<file path="config.mk">
export PLATFORM = sky130hd
export DESIGN_NAME = gepc_edge_eval
export DESIGN_NICKNAME = d
export VERILOG_FILES = /design/src/rtl/core/gepc_pkg.sv /design/src/rtl/core/gepc_edge_eval.sv
export SDC_FILE = /design/constraint.sdc
export NUM_CORES = 1
export LEC_CHECK = 0
export ABC_AREA = 1
export BUFFER_PORTS_ARGS = -buffer_cell sky130_fd_sc_hd__buf_2
export CELL_PAD_IN_SITES_DETAIL_PLACEMENT = 1
export CELL_PAD_IN_SITES_GLOBAL_PLACEMENT = 1
export CORE_AREA = 2 2 221 223
export DETAILED_ROUTE_END_ITERATION = 7
export DIE_AREA = 0 0 223 225
export PLACE_DENSITY = 0.75
export RECOVER_POWER = 100
export SYNTH_ARGS = -nofsm -noshare
export SYNTH_HDL_FRONTEND = slang
export SYNTH_SLANG_ARGS = --single-unit
export TNS_END_PERCENT = 50
</file>
<file path="constraint.sdc">
create_clock -name vclk -period 9.2
set_input_delay 0.92 -clock vclk [all_inputs]
set_output_delay 0.92 -clock vclk [all_outputs]
set_load 0.02 [all_outputs]
</file>
<file path="src/rtl/core/gepc_pkg.sv">
// Types, constants and codes shared by the edge pixel classifier.
package gepc_pkg;

  localparam int unsigned DistBits   = 32;
  localparam int unsigned NormalBits = 16;
  localparam int unsigned ProdW      = 2 * NormalBits;
  localparam int unsigned SumW       = ProdW + 2;
  localparam int unsigned RgbW       = 24;
  localparam int unsigned IdW        = 16;
  localparam int unsigned TagW       = 16;
  localparam int unsigned CfgIdxW    = 3;
  localparam int unsigned CfgDataW   = 32;

  localparam logic [DistBits-1:0] DistAll1 = '1;
  localparam logic [IdW-1:0]      MissId   = '1;
  // cos(tolerance) = 0.91 in Q6.(2*(NormalBits-2)), rounded
  localparam logic signed [SumW-1:0] CosTol =
    SumW'(((64'd91 << (2 * (NormalBits - 2))) + 64'd50) / 64'd100);

  typedef enum logic [1:0] {
    ReqBelow = 2'd0,
    ReqLeft  = 2'd1,
    ReqPixel = 2'd2
  } req_type_e;

  typedef enum logic [1:0] {
    OccNone   = 2'd0,
    OccEdges  = 2'd1,
    OccHits   = 2'd2,
    OccDither = 2'd3
  } occ_mode_e;

  typedef enum logic [CfgIdxW-1:0] {
    CfgDetectMask       = 3'd0,
    CfgDistanceThresh   = 3'd1,
    CfgForegroundRgb    = 3'd2,
    CfgBackgroundRgb    = 3'd3,
    CfgRegionColourMode = 3'd4,
    CfgOcclusionMode    = 3'd5
  } cfg_idx_e;

  typedef struct packed {
    logic [1:0]                   req_type;
    logic                         is_hit;
    logic [14:0]                  region_code;
    logic [TagW-1:0]              region_tag;
    logic [DistBits-1:0]          hit_distance;
    logic signed [NormalBits-1:0] normal_x;
    logic signed [NormalBits-1:0] normal_y;
    logic signed [NormalBits-1:0] normal_z;
    logic [RgbW-1:0]              region_rgb;
    logic                         occluder_hit;
    logic [DistBits-1:0]          occluder_distance;
    logic                         dither_phase;
  } in_t;

  typedef struct packed {
    logic            write_pixel;
    logic            is_edge_pixel;
    logic [RgbW-1:0] pixel_rgb;
  } out_t;

  typedef struct packed {
    logic [3:0]      detect_mask;
    logic [31:0]     distance_threshold;
    logic [RgbW-1:0] foreground_rgb;
    logic [RgbW-1:0] background_rgb;
    logic            region_colour_mode;
    occ_mode_e       shade_mode;
  } cfg_t;

  typedef struct packed {
    logic                         hit;
    logic [IdW-1:0]               id;
    logic [TagW-1:0]              tag;
    logic [DistBits-1:0]          depth;
    logic signed [NormalBits-1:0] nx;
    logic signed [NormalBits-1:0] ny;
    logic signed [NormalBits-1:0] nz;
    logic [RgbW-1:0]              rgb;
  } smp_t;

  // pixel state between the product stage and the result stage
  typedef struct packed {
    logic                me_hit;
    logic [DistBits-1:0] me_dist;
    logic [RgbW-1:0]     me_rgb;
    logic                lf_hit;
    logic [DistBits-1:0] lf_dist;
    logic [RgbW-1:0]     lf_rgb;
    logic                bl_hit;
    logic [DistBits-1:0] bl_dist;
    logic [RgbW-1:0]     bl_rgb;
    logic                id_ne;
    logic                tag_ne;
    logic [ProdW-1:0]    prod_lx;
    logic [ProdW-1:0]    prod_ly;
    logic [ProdW-1:0]    prod_lz;
    logic [ProdW-1:0]    prod_bx;
    logic [ProdW-1:0]    prod_by;
    logic [ProdW-1:0]    prod_bz;
    logic [DistBits-1:0] diff_l;
    logic [DistBits-1:0] diff_b;
    logic                occ_hit;
    logic [DistBits-1:0] occ_dist;
    logic                phase;
  } mid_t;

endpackage

</file>
<file path="src/rtl/core/gepc_edge_eval.sv">
// Edge decision, occlusion, write flag and colour selection for one pixel.
module gepc_edge_eval
  import gepc_pkg::*;
(
  input  mid_t mid_i,
  input  cfg_t cfg_i,
  output out_t res_o
);

  typedef enum logic [1:0] {
    OcBlocked = 2'd0,
    OcLit     = 2'd1,
    OcOpen    = 2'd2
  } occ_val_e;

  logic signed [SumW-1:0] dot_l, dot_b;
  logic                   nrm_edge, dist_edge, edge_hit, edge_px;
  occ_val_e               oc;
  logic                   wr;
  logic [DistBits-1:0]    u_dist;
  logic [RgbW-1:0]        u_rgb, edge_rgb;

  assign dot_l = SumW'($signed(mid_i.prod_lx)) + SumW'($signed(mid_i.prod_ly))
               + SumW'($signed(mid_i.prod_lz));
  assign dot_b = SumW'($signed(mid_i.prod_bx)) + SumW'($signed(mid_i.prod_by))
               + SumW'($signed(mid_i.prod_bz));

  assign nrm_edge  = (dot_l < CosTol) || (dot_b < CosTol);
  assign dist_edge = (mid_i.diff_l > DistBits'(cfg_i.distance_threshold))
                  || (mid_i.diff_b > DistBits'(cfg_i.distance_threshold));

  assign edge_hit = (cfg_i.detect_mask[0] && mid_i.id_ne)
                 || (cfg_i.detect_mask[1] && mid_i.tag_ne)
                 || (cfg_i.detect_mask[2] && dist_edge)
                 || (cfg_i.detect_mask[3] && nrm_edge);

  assign edge_px = mid_i.me_hit ? edge_hit : (mid_i.lf_hit || mid_i.bl_hit);

  always_comb begin
    oc = OcLit;
    if (cfg_i.shade_mode != OccNone && (mid_i.me_hit || edge_px)) begin
      if (!mid_i.occ_hit) begin
        oc = OcOpen;
      end else if (mid_i.occ_dist < mid_i.me_dist) begin
        oc = OcBlocked;
      end
    end
  end

  always_comb begin
    case (cfg_i.shade_mode)
      OccEdges:  wr = edge_px && (oc != OcBlocked);
      OccHits:   wr = (mid_i.me_hit || edge_px) && (oc != OcBlocked);
      OccDither: begin
        if (edge_px && oc != OcBlocked) begin
          wr = 1'b1;
        end else if (mid_i.me_hit && oc != OcBlocked) begin
          wr = (oc == OcOpen) || (oc == OcLit && !mid_i.phase);
        end else begin
          wr = 1'b0;
        end
      end
      default:   wr = edge_px;
    endcase
  end

  // nearest of pixel, left and below; ties go to the neighbour
  always_comb begin
    if (mid_i.me_dist < mid_i.lf_dist) begin
      u_dist = mid_i.me_dist;
      u_rgb  = mid_i.me_rgb;
    end else begin
      u_dist = mid_i.lf_dist;
      u_rgb  = mid_i.lf_rgb;
    end
    if (!(u_dist < mid_i.bl_dist)) begin
      u_rgb = mid_i.bl_rgb;
    end
  end

  assign edge_rgb = cfg_i.region_colour_mode ? u_rgb : cfg_i.foreground_rgb;

  assign res_o.write_pixel   = wr;
  assign res_o.is_edge_pixel = edge_px;
  assign res_o.pixel_rgb     = edge_px ? edge_rgb : cfg_i.background_rgb;

endmodule

</file>
== Yosys cells after proc, flatten, opt, wreduce, memory -nomap -nowiden ==
Cells that the tools add are included.

* Output and inout port bits: 26
* Memories: 0
* Bits in latches: 0
* Flip-flop bits (word level): 0
* Bits of input ports: 550
* Word-level logic and storage cells: 48
* ROM bits: 0
* RAM bits: 0

* Bitwise gates (word level): 0
* Equality and inequality tests: 5
* Shifts and indexed selects: 0
* Order comparisons: 7
* $mul: 0
* Reductions and logical operators: 20
* Multiplexer cells: 12
* Divide/modulo/power cells: 0
* Add/sub/neg operators: 4

{| class="wikitable"
|+ Operators by type and width
! cell !! number
|-
| < comparator 32 bit || 3
|-
| two-way mux 24 bit || 4
|-
| adder 33 x 32 -> 34 bit || 2
|-
| < comparator 34 x 29 -> 1 bit, second input constant || 2
|-
| adder 32 x 32 -> 33 bit || 2
|-
| > comparator 32 bit || 2
|-
| two-way mux 32 bit || 1
|-
| logical AND 1 bit || 9
|-
| logical OR 1 bit || 8
|-
| equality test 2 bit, second input constant || 3
|-
| equality test 2 x 1 -> 1 bit, second input constant || 2
|-
| two-way mux 1 bit || 4
|-
| two-way mux 2 bit || 2
|-
| nonzero test 2 bit || 2
|-
| case mux 1 bit (3 select lines) || 1
|-
| zero test 1 bit || 1
|}

== Longest topological paths before layout ==
Gate-level depths: netlist (run 1).

* Depth in word-level cells: 16
* Mapped depth: 31

== Worst setup path after synthesis (run 1) ==
Ideal clock, no wire load.

* Path kind: input -> output
* Start point: input mid_i[404] (netlist bit)
* End point: output res_o[3] (netlist bit)
* Required time: 8.280 ns
* Path buffers: 3
* Slack: 3.806 ns
* Arrival time: 4.474 ns
* Stages on the path: 23
* Cells stage by stage: inv_1 > ha_1 > nand2_1 > nor2_1 > nand2_1 > nor4_1 > nand2_1 > nand2_1 > clkbuf_1 > buf_1 > nand2_1 > o21ai_0 > ha_1 > a21oi_1 > nor2_1 > a211oi_1 > o221ai_1 > a21oi_1 > nand2_1 > buf_2 > nand2_1 > nand3_1 > a21oi_1

{| class="wikitable"
|+ RTL lines
! what !! line !! source
|-
| start, declared || gepc_edge_eval.sv:5 || <nowiki>input mid_t mid_i,</nowiki>
|-
| end, declared || gepc_edge_eval.sv:7 || <nowiki>output out_t res_o</nowiki>
|}

==> results of run 1 <==
-- worst min-delay path: stages --
cell,delay [ps]
sky130_fd_sc_hd__buf_2,100
sky130_fd_sc_hd__nand2_1,50
sky130_fd_sc_hd__a21oi_1,50
sky130_fd_sc_hd__buf_2,150
-- layout by cell type (no fill, tap or decap), drive strengths merged, types with 2 or more instances in the layout --
master / n
nand4: 33
a21o: 2
diode: 11
o21bai: 12
nor4b: 2
a31oi: 4
clkbuf: 20
xnor2: 5
buf: 557
mux2i: 24
nor4: 4
nor2: 225
nand2: 630
ha: 221
o2111ai: 2
a21oi: 152
o21a: 4
nor3: 18
a211oi: 7
o21ai: 71
nand3: 133
nand3b: 14
xor2: 14
a21boi: 2
inv: 420
fa: 66
o211ai: 3
o221ai: 5
-- cell type report --
class / count / area share
tap: 615 / 0.0485
multi-input combinational: 1660 / 0.670
antenna: 11 / 0.00174
inverter: 420 / 0.0996
timing repair buffer: 577 / 0.181
-- logic make-up (layout without fill, tap and decap cells) --
kind of cell | Yosys count | after routing | synth area share
AO/OA/AOI/OAI | 267 | 267 | 0.126
XOR/XNOR | 19 | 19 | 0.0135
adder cells (fa/ha/maj) | 287 | 287 | 0.331
buffers and inverters | 446 | 997 | 0.141
multiplexers | 24 | 24 | 0.0195
other | 0 | 11 | 0
AND/OR/NAND/NOR | 1063 | 1063 | 0.370
-- stage by stage --
step	hold slack, ps	setup WS [ps]
finish	2210	1490
floorplan	1980	3810
detailed placement	2210	1740
CTS	2210	1720
global route	2230	989
global placement	2210	1980
-- power by group through the flow --
| stage | clock, mW | combinational [mW] | sequential (mW) |
|---|---|---|---|
| 3_3_place_gp | 0 | 1.42 | 0 |
| 6_report | 0.000000160 | 1.46 | 0 |
| 3_5_place_dp | 0 | 1.47 | 0 |
| 4_1_cts | 0 | 1.48 | 0 |
| 2_1_floorplan | 0 | 0.962 | 0 |
| 5_1_grt | 0.000000116 | 1.66 | 0 |
-- how the worst max path moves through the flow --
stage	end	cells after the start	from	slack [ps]
detailed placement	res_o[5]	20	mid_i[404]	1740
global placement	res_o[5]	18	mid_i[404]	1980
floorplan	res_o[3]	23	mid_i[404]	3810
CTS	res_o[5]	20	mid_i[404]	1720
finish	res_o[5]	21	mid_i[400]	1490
global route	res_o[7]	21	mid_i[392]	990
-- layer usage --
layer,track usage,wire length [microns],vias to the layer above
met5,0,121,-
met3,0.0356,3190,108
met1,0.254,23400,7386
met4,0.0643,2060,18
li1,-,-,7810
met2,0.419,29300,455
==> PnR_summary.wiki, run 1 <==
{| class="wikitable"
! Metric !! Value
|-
| Status || finished clean
|-
| Transition at the pin with the smallest max-transition slack || 1190 ps
|-
| Worst voltage drop across the vdd grid || 0.0530 mV
|-
| Net count reported at finish || 3496
|-
| DP HPWL || 54.3 mm
|-
| Maximum clock frequency || 130 MHz
|-
| Post-synthesis instance area || 0.0124 sq mm
|-
| Top cell types by occurrence after synthesis || sky130_fd_sc_hd__nand2_1, sky130_fd_sc_hd__inv_1, sky130_fd_sc_hd__ha_1
|-
| Biggest fanout along the worst timing path || 87
|-
| Synth Net Count || 2943
|-
| Starting density of the core || 0.260
|-
| Critical-path cell list || buf_2 -> inv_1 -> ha_1 -> nand2_1 -> nor2_1 -> nand2_1 -> nor4_1 -> nand2_1 -> nand2_4 -> o21ai_0 -> ha_1 -> a21oi_1 -> nor2_1 -> a211oi_1 -> o221ai_1 -> a21oi_2 -> nand2_1 -> nand2_1 -> nand3_1 -> a21oi_2 -> clkbuf_1
|-
| Core region area || 0.0475 sq mm
|-
| Dpl cell area || 0.0159 sq mm
|-
| Count leader, synth || sky130_fd_sc_hd__nand2_1
|-
| Post-route insts no fill || 3283
|-
| Synth warnings || 0
|-
| CP Data Required Time || 8280 ps
|-
| Standard-cell row count || 80
|-
| Wire per inst || 17.7 microns
|-
| PortBufs || 576
|-
| Crit path launch type || primary input
|-
| Top Ports || 576
|-
| Setup_tns || 0 ps
|-
| Area growth, synth to finish || 28.4%
|-
| Leak Pwr || 9.52 nW
|-
| Number of filler instances in the final layout || 6560
|-
| Gate count of the mapped netlist || 2106
|-
| Data arrival at the endpoint of the critical path || 6790 ps
|-
| Initial antenna violation count || 18
|-
| Global-route total usage across every layer || 0.221
|-
| Proportion of total power due to net switching || 0.639
|-
| Final clock period utilization by the worst path || 0.838
|-
| Area share of the largest cell type after synthesis || 0.224
|-
| Largest net degree at the start of global routing || 88
|-
| Worst min-delay path startpoint || cfg_i[1]
|-
| DR vias/cell || 4.81
|-
| Design Area, Final || 0.0159 sq mm
|-
| Number of routed nets with antenna violations || 0
|-
| Slowest-stage cell, CP || sky130_fd_sc_hd__a21oi_2
|-
| Tightest Hold Check Type || primary input to primary output
|-
| Iteration-0 DRC Markers || 604
|-
| Die Area || 0.0502 sq mm
|-
| Crit path top cell by count || sky130_fd_sc_hd__nand2_1
|-
| Count of vias placed by the detailed router || 15.8k
|-
| Final setup vio count || 0
|-
| Number of unique standard cell types used by synthesis || 50
|-
| Nature of the critical path endpoint || primary output
|-
| Cell internal power dissipation || 0.528 mW
|-
| Cts hold-fix bufs || 0
|-
| WL final || 58.0 mm
|-
| Total design power || 1.46 mW
|-
| Hold endpoint || res_o[25]
|-
| Die Width || 223 microns
|-
| Average size of a mapped cell || 5.86 sq um
|-
| Number of global-route vias before repair || 17.1k
|-
| Power share of the clock group || 0
|-
| Global placer's final weighted congestion || 0.978
|-
| Proportion of synthesized chip area in sequential cells || 0
|-
| Residual DRC count || 0
|-
| Area occupied by registers || 0 sq um
|-
| Die Height || 225 microns
|-
| Count of cells along the worst hold path || 4
|-
| Post-CTS setup buffer count || 0
|-
| Final slew viol count || 0
|-
| Crit path buffers/inverters || 3
|-
| Instance count after placement with tap cells included || 3272
|-
| Time the final worst path needs with I/O delays and setup || 7710 ps
|-
| Clkbuf count || 0
|-
| Part of the total power dissipated in combinational logic || 1.000
|-
| Ratio of cells with drive above 1 in the final layout || 0.239
|-
| Final Hold Violating Endpoints || 0
|-
| Family of cells with the greatest summed delay on the critical path || simple AND/OR/NAND/NOR gates
|-
| Global-route wire length before repair || 88.5 mm
|-
| Residual overflow from global routing || 0
|-
| Slew HR || 0.203
|-
| Number of detailed-routing iterations run before antenna repair || 5
|-
| Biggest cell delay along the critical path || 900 ps
|-
| Multi-input combinational cell area || 0.0106 sq mm
|-
| Utilization of the core after routing || 0.334
|-
| Sequential cells || 0
|-
| Leading cell types by total area after synthesis || sky130_fd_sc_hd__ha_1, sky130_fd_sc_hd__nand2_1, sky130_fd_sc_hd__inv_1
|-
| Post-cts sizing count || 0
|-
| Switching power || 0.935 mW
|-
| Setup repair after global routing missed its margin || no
|-
| Cell Pwr Density || 92.3 mW/mm^2
|-
| Fraction of power consumed by sequential logic || 0
|-
| Critical path class || primary input to primary output
|-
| Cell taking the most area after synthesis || sky130_fd_sc_hd__ha_1
|-
| Maximum capacitance violations || 0
|}
No activity file was read; power rests on OpenSTA's default activity.
==> run 2: changes to the inputs <==
--- a/config.mk
+++ b/config.mk
@@ -9,10 +9,10 @@
 export BUFFER_PORTS_ARGS = -buffer_cell sky130_fd_sc_hd__buf_2
 export CELL_PAD_IN_SITES_DETAIL_PLACEMENT = 1
 export CELL_PAD_IN_SITES_GLOBAL_PLACEMENT = 1
-export CORE_AREA = 2 2 221 223
+export CORE_AREA = 2 2 222 224
 export DETAILED_ROUTE_END_ITERATION = 7
-export DIE_AREA = 0 0 223 225
-export PLACE_DENSITY = 0.75
+export DIE_AREA = 0 0 224 226
+export PLACE_DENSITY = 0.77
 export RECOVER_POWER = 100
 export SYNTH_ARGS = -nofsm -noshare
 export SYNTH_HDL_FRONTEND = slang
==> constraint.sdc (replaced) <==
create_clock -name vclk -period 6.95
set_input_delay 0.695 -clock vclk [all_inputs]
set_output_delay 0.695 -clock vclk [all_outputs]
set_load 0.02 [all_outputs]
==> run 2 against run 1 <==
  * Die area is 0.89% higher
  * Combinational power is 37% higher
  * Power is 37% higher
  * Setup slack worse by 970 ps
  * Final area is 0.10% lower
  * Via count is 0.49% higher
  * Hold slack worse by 430 ps
==> PnR_summary.wiki, run 2 (synthesis gave the netlist of run 1 again) <==
{| class="wikitable"
! Metric !! Value
|-
| Residual overflow from global routing || 0 (unchanged)
|-
| Tightest Hold Check Type || primary input to primary output
|-
| Cell Pwr Density || 126 mW/mm^2 (+37%)
|-
| Area occupied by registers || 0 sq um (unchanged)
|-
| Nature of the critical path endpoint || primary output
|-
| Fin Hold WS || 1770 ps (-432 ps)
|-
| Slowest-stage cell, CP || sky130_fd_sc_hd__clkbuf_4
|-
| Die Width || 224 microns (+0.45%)
|-
| Commonest cells after routing, fill and taps aside || sky130_fd_sc_hd__nand2_1, sky130_fd_sc_hd__buf_2, sky130_fd_sc_hd__inv_1
|-
| Worst min-delay path startpoint || cfg_i[14]
|-
| Post-cts sizing count || 0 (unchanged)
|-
| Count of cells along the worst hold path || 4 (unchanged)
|-
| Final Hold Violating Endpoints || 0 (unchanged)
|-
| Ratio of cells with drive above 1 in the final layout || 0.242 (+0.00311)
|-
| Post-CTS setup buffer count || 0 (unchanged)
|-
| Cts hold-fix bufs || 0 (unchanged)
|-
| Number of detailed-routing iterations run before antenna repair || 5 (unchanged)
|-
| Setup repair after global routing missed its margin || no
|-
| Number of filler instances in the final layout || 6660 (+1.5%)
|-
| Starting density of the core || 0.255 (-0.00428)
|-
| Count of vias placed by the detailed router || 15.9k (+0.49%)
|-
| Number of global-route vias before repair || 17.0k (-0.95%)
|-
| Sequential cells || 0 (unchanged)
|-
| Critical path class || primary input to primary output
|-
| Largest net degree at the start of global routing || 49 (-44%)
|-
| Residual DRC count || 0 (unchanged)
|-
| Number of routed nets with antenna violations || 0 (unchanged)
|-
| Standard-cell row count || 81 (+1.3%)
|-
| Global placer's final weighted congestion || 0.984 (+0.60%)
|-
| Maximum clock frequency || 156 MHz
|-
| Slew HR || 0.359 (+0.157)
|-
| Die Area || 0.0506 sq mm (+0.89%)
|-
| Global-route total usage across every layer || 0.239 (+0.0175)
|-
| Die Height || 226 microns (+0.44%)
|-
| Most common library cell in the layout ignoring fill and taps || sky130_fd_sc_hd__nand2_1
|-
| Biggest cell delay along the critical path || 640 ps (-260 ps)
|-
| Core region area || 0.0483 sq mm (+1.7%)
|-
| Area growth, synth to finish || 28.3%
|-
| PortBufs || 576 (unchanged)
|-
| DP HPWL || 59.0 mm (+8.7%)
|-
| Maximum capacitance violations || 0 (unchanged)
|-
| Worst voltage drop across the vdd grid || 0.0388 mV (-27%)
|-
| Wire per inst || 19.1 microns (+7.9%)
|-
| Iteration-0 DRC Markers || 560 (-7.3%)
|-
| Net count reported at finish || 3499 (+0.086%)
|-
| Biggest fanout along the worst timing path || 47 (-46%)
|-
| Setup_tns || 0 ps (unchanged)
|-
| Hold endpoint || res_o[11]
|-
| CP Data Required Time || 6250 ps (-2030 ps)
|-
| Data arrival at the endpoint of the critical path || 5730 ps (-1060 ps)
|-
| DR vias/cell || 4.81 (+0.19%)
|-
| Critical-path cell list || buf_2 -> inv_1 -> ha_1 -> nand2_1 -> nor2_1 -> nand2_1 -> nor4_1 -> nand2_1 -> nand2_4 -> clkbuf_4 -> o21ai_0 -> ha_1 -> nand2_1 -> inv_1 -> nand3_1 -> nor4b_1 -> nand2_1 -> buf_4 -> nand2_1 -> clkbuf_2 -> nand2_1 -> nand3_1 -> a21oi_2 -> clkbuf_1
|-
| Crit path launch type || primary input
|-
| Crit path top cell by count || sky130_fd_sc_hd__nand2_1
|-
| Initial antenna violation count || 19 (+1)
|-
| Final setup vio count || 0 (unchanged)
|-
| Clkbuf count || 0 (unchanged)
|-
| Leak Pwr || 9.57 nW (+0.49%)
|-
| WL final || 62.8 mm (+8.2%)
|-
| Final slew viol count || 0 (unchanged)
|-
| Global-route wire length before repair || 93.2 mm (+5.4%)
|-
| Status || finished clean
|-
| Final clock period utilization by the worst path || 0.925
|-
| Multi-input combinational cell area || 0.0106 sq mm (-0.59%)
|-
| Time the final worst path needs with I/O delays and setup || 6430 ps
|-
| Top Ports || 576 (unchanged)
|-
| Transition at the pin with the smallest max-transition slack || 961 ps (-232 ps)
|}
[run 2: changes by cell type in the layout (fill, tap and decap cells not counted), moves of 2 or more]
cell                       delta
sky130_fd_sc_hd__buf_2       +14
sky130_fd_sc_hd__clkbuf_1    -14
sky130_fd_sc_hd__nor2_1       +9
sky130_fd_sc_hd__nor2_4       -9
sky130_fd_sc_hd__a21oi_1      -2
sky130_fd_sc_hd__a21oi_2      +2
[run 2: worst max-delay path by stage]
stage / startpoint / endpoint / slack [ps]
CTS: mid_i[259] / res_o[23] / 590
detailed placement: mid_i[259] / res_o[23] / 610
global route: mid_i[404] / res_o[6] / 140
floorplan: mid_i[404] / res_o[3] / 2010
global placement: mid_i[195] / res_o[23] / 680
finish: mid_i[404] / res_o[6] / 520
[run 2: area by class of cell]
cell class,count,share of cell area
tap,622,0.0491
inverter,420,0.0997
timing repair buffer,580,0.183
antenna,11,0.00174
multi-input combinational,1660,0.666
[run 2: where the power goes]
part	total, mW	internal (mW)	switching [mW]
combinational	2.00	0.705	1.29
sequential	0	0	0
clock	0.000000212	0.000000212	0
total	2.00	0.705	1.29
[run 2: layer usage]
metal	global-route usage	part of all wire
met5	0	0.00075
met4	0.133	0.062
met3	0.0347	0.052
met2	0.441	0.51
met1	0.261	0.38
[run 2: critical path: cells and delay by family]
kind	cells	cell delay, ps
AOI/OAI and AO/OA	2	280
adders and majority gates	2	630
and+or+nand+nor	13	2450
buffers and inverters	7	1660
[run 2: stage by stage]
stage	util	cell area, sq um	setup WS (ps)	instances	total power, mW
5_1_grt	0.328	15800	142	3292	2.25
3_5_place_dp	0.329	15900	613	3282	2.01
2_1_floorplan	-	12400	2010	2106	1.27
6_report	0.328	15800	523	3293	2.00
3_3_place_gp	0.329	15900	679	3282	1.95
4_1_cts	0.329	15900	594	3282	2.02
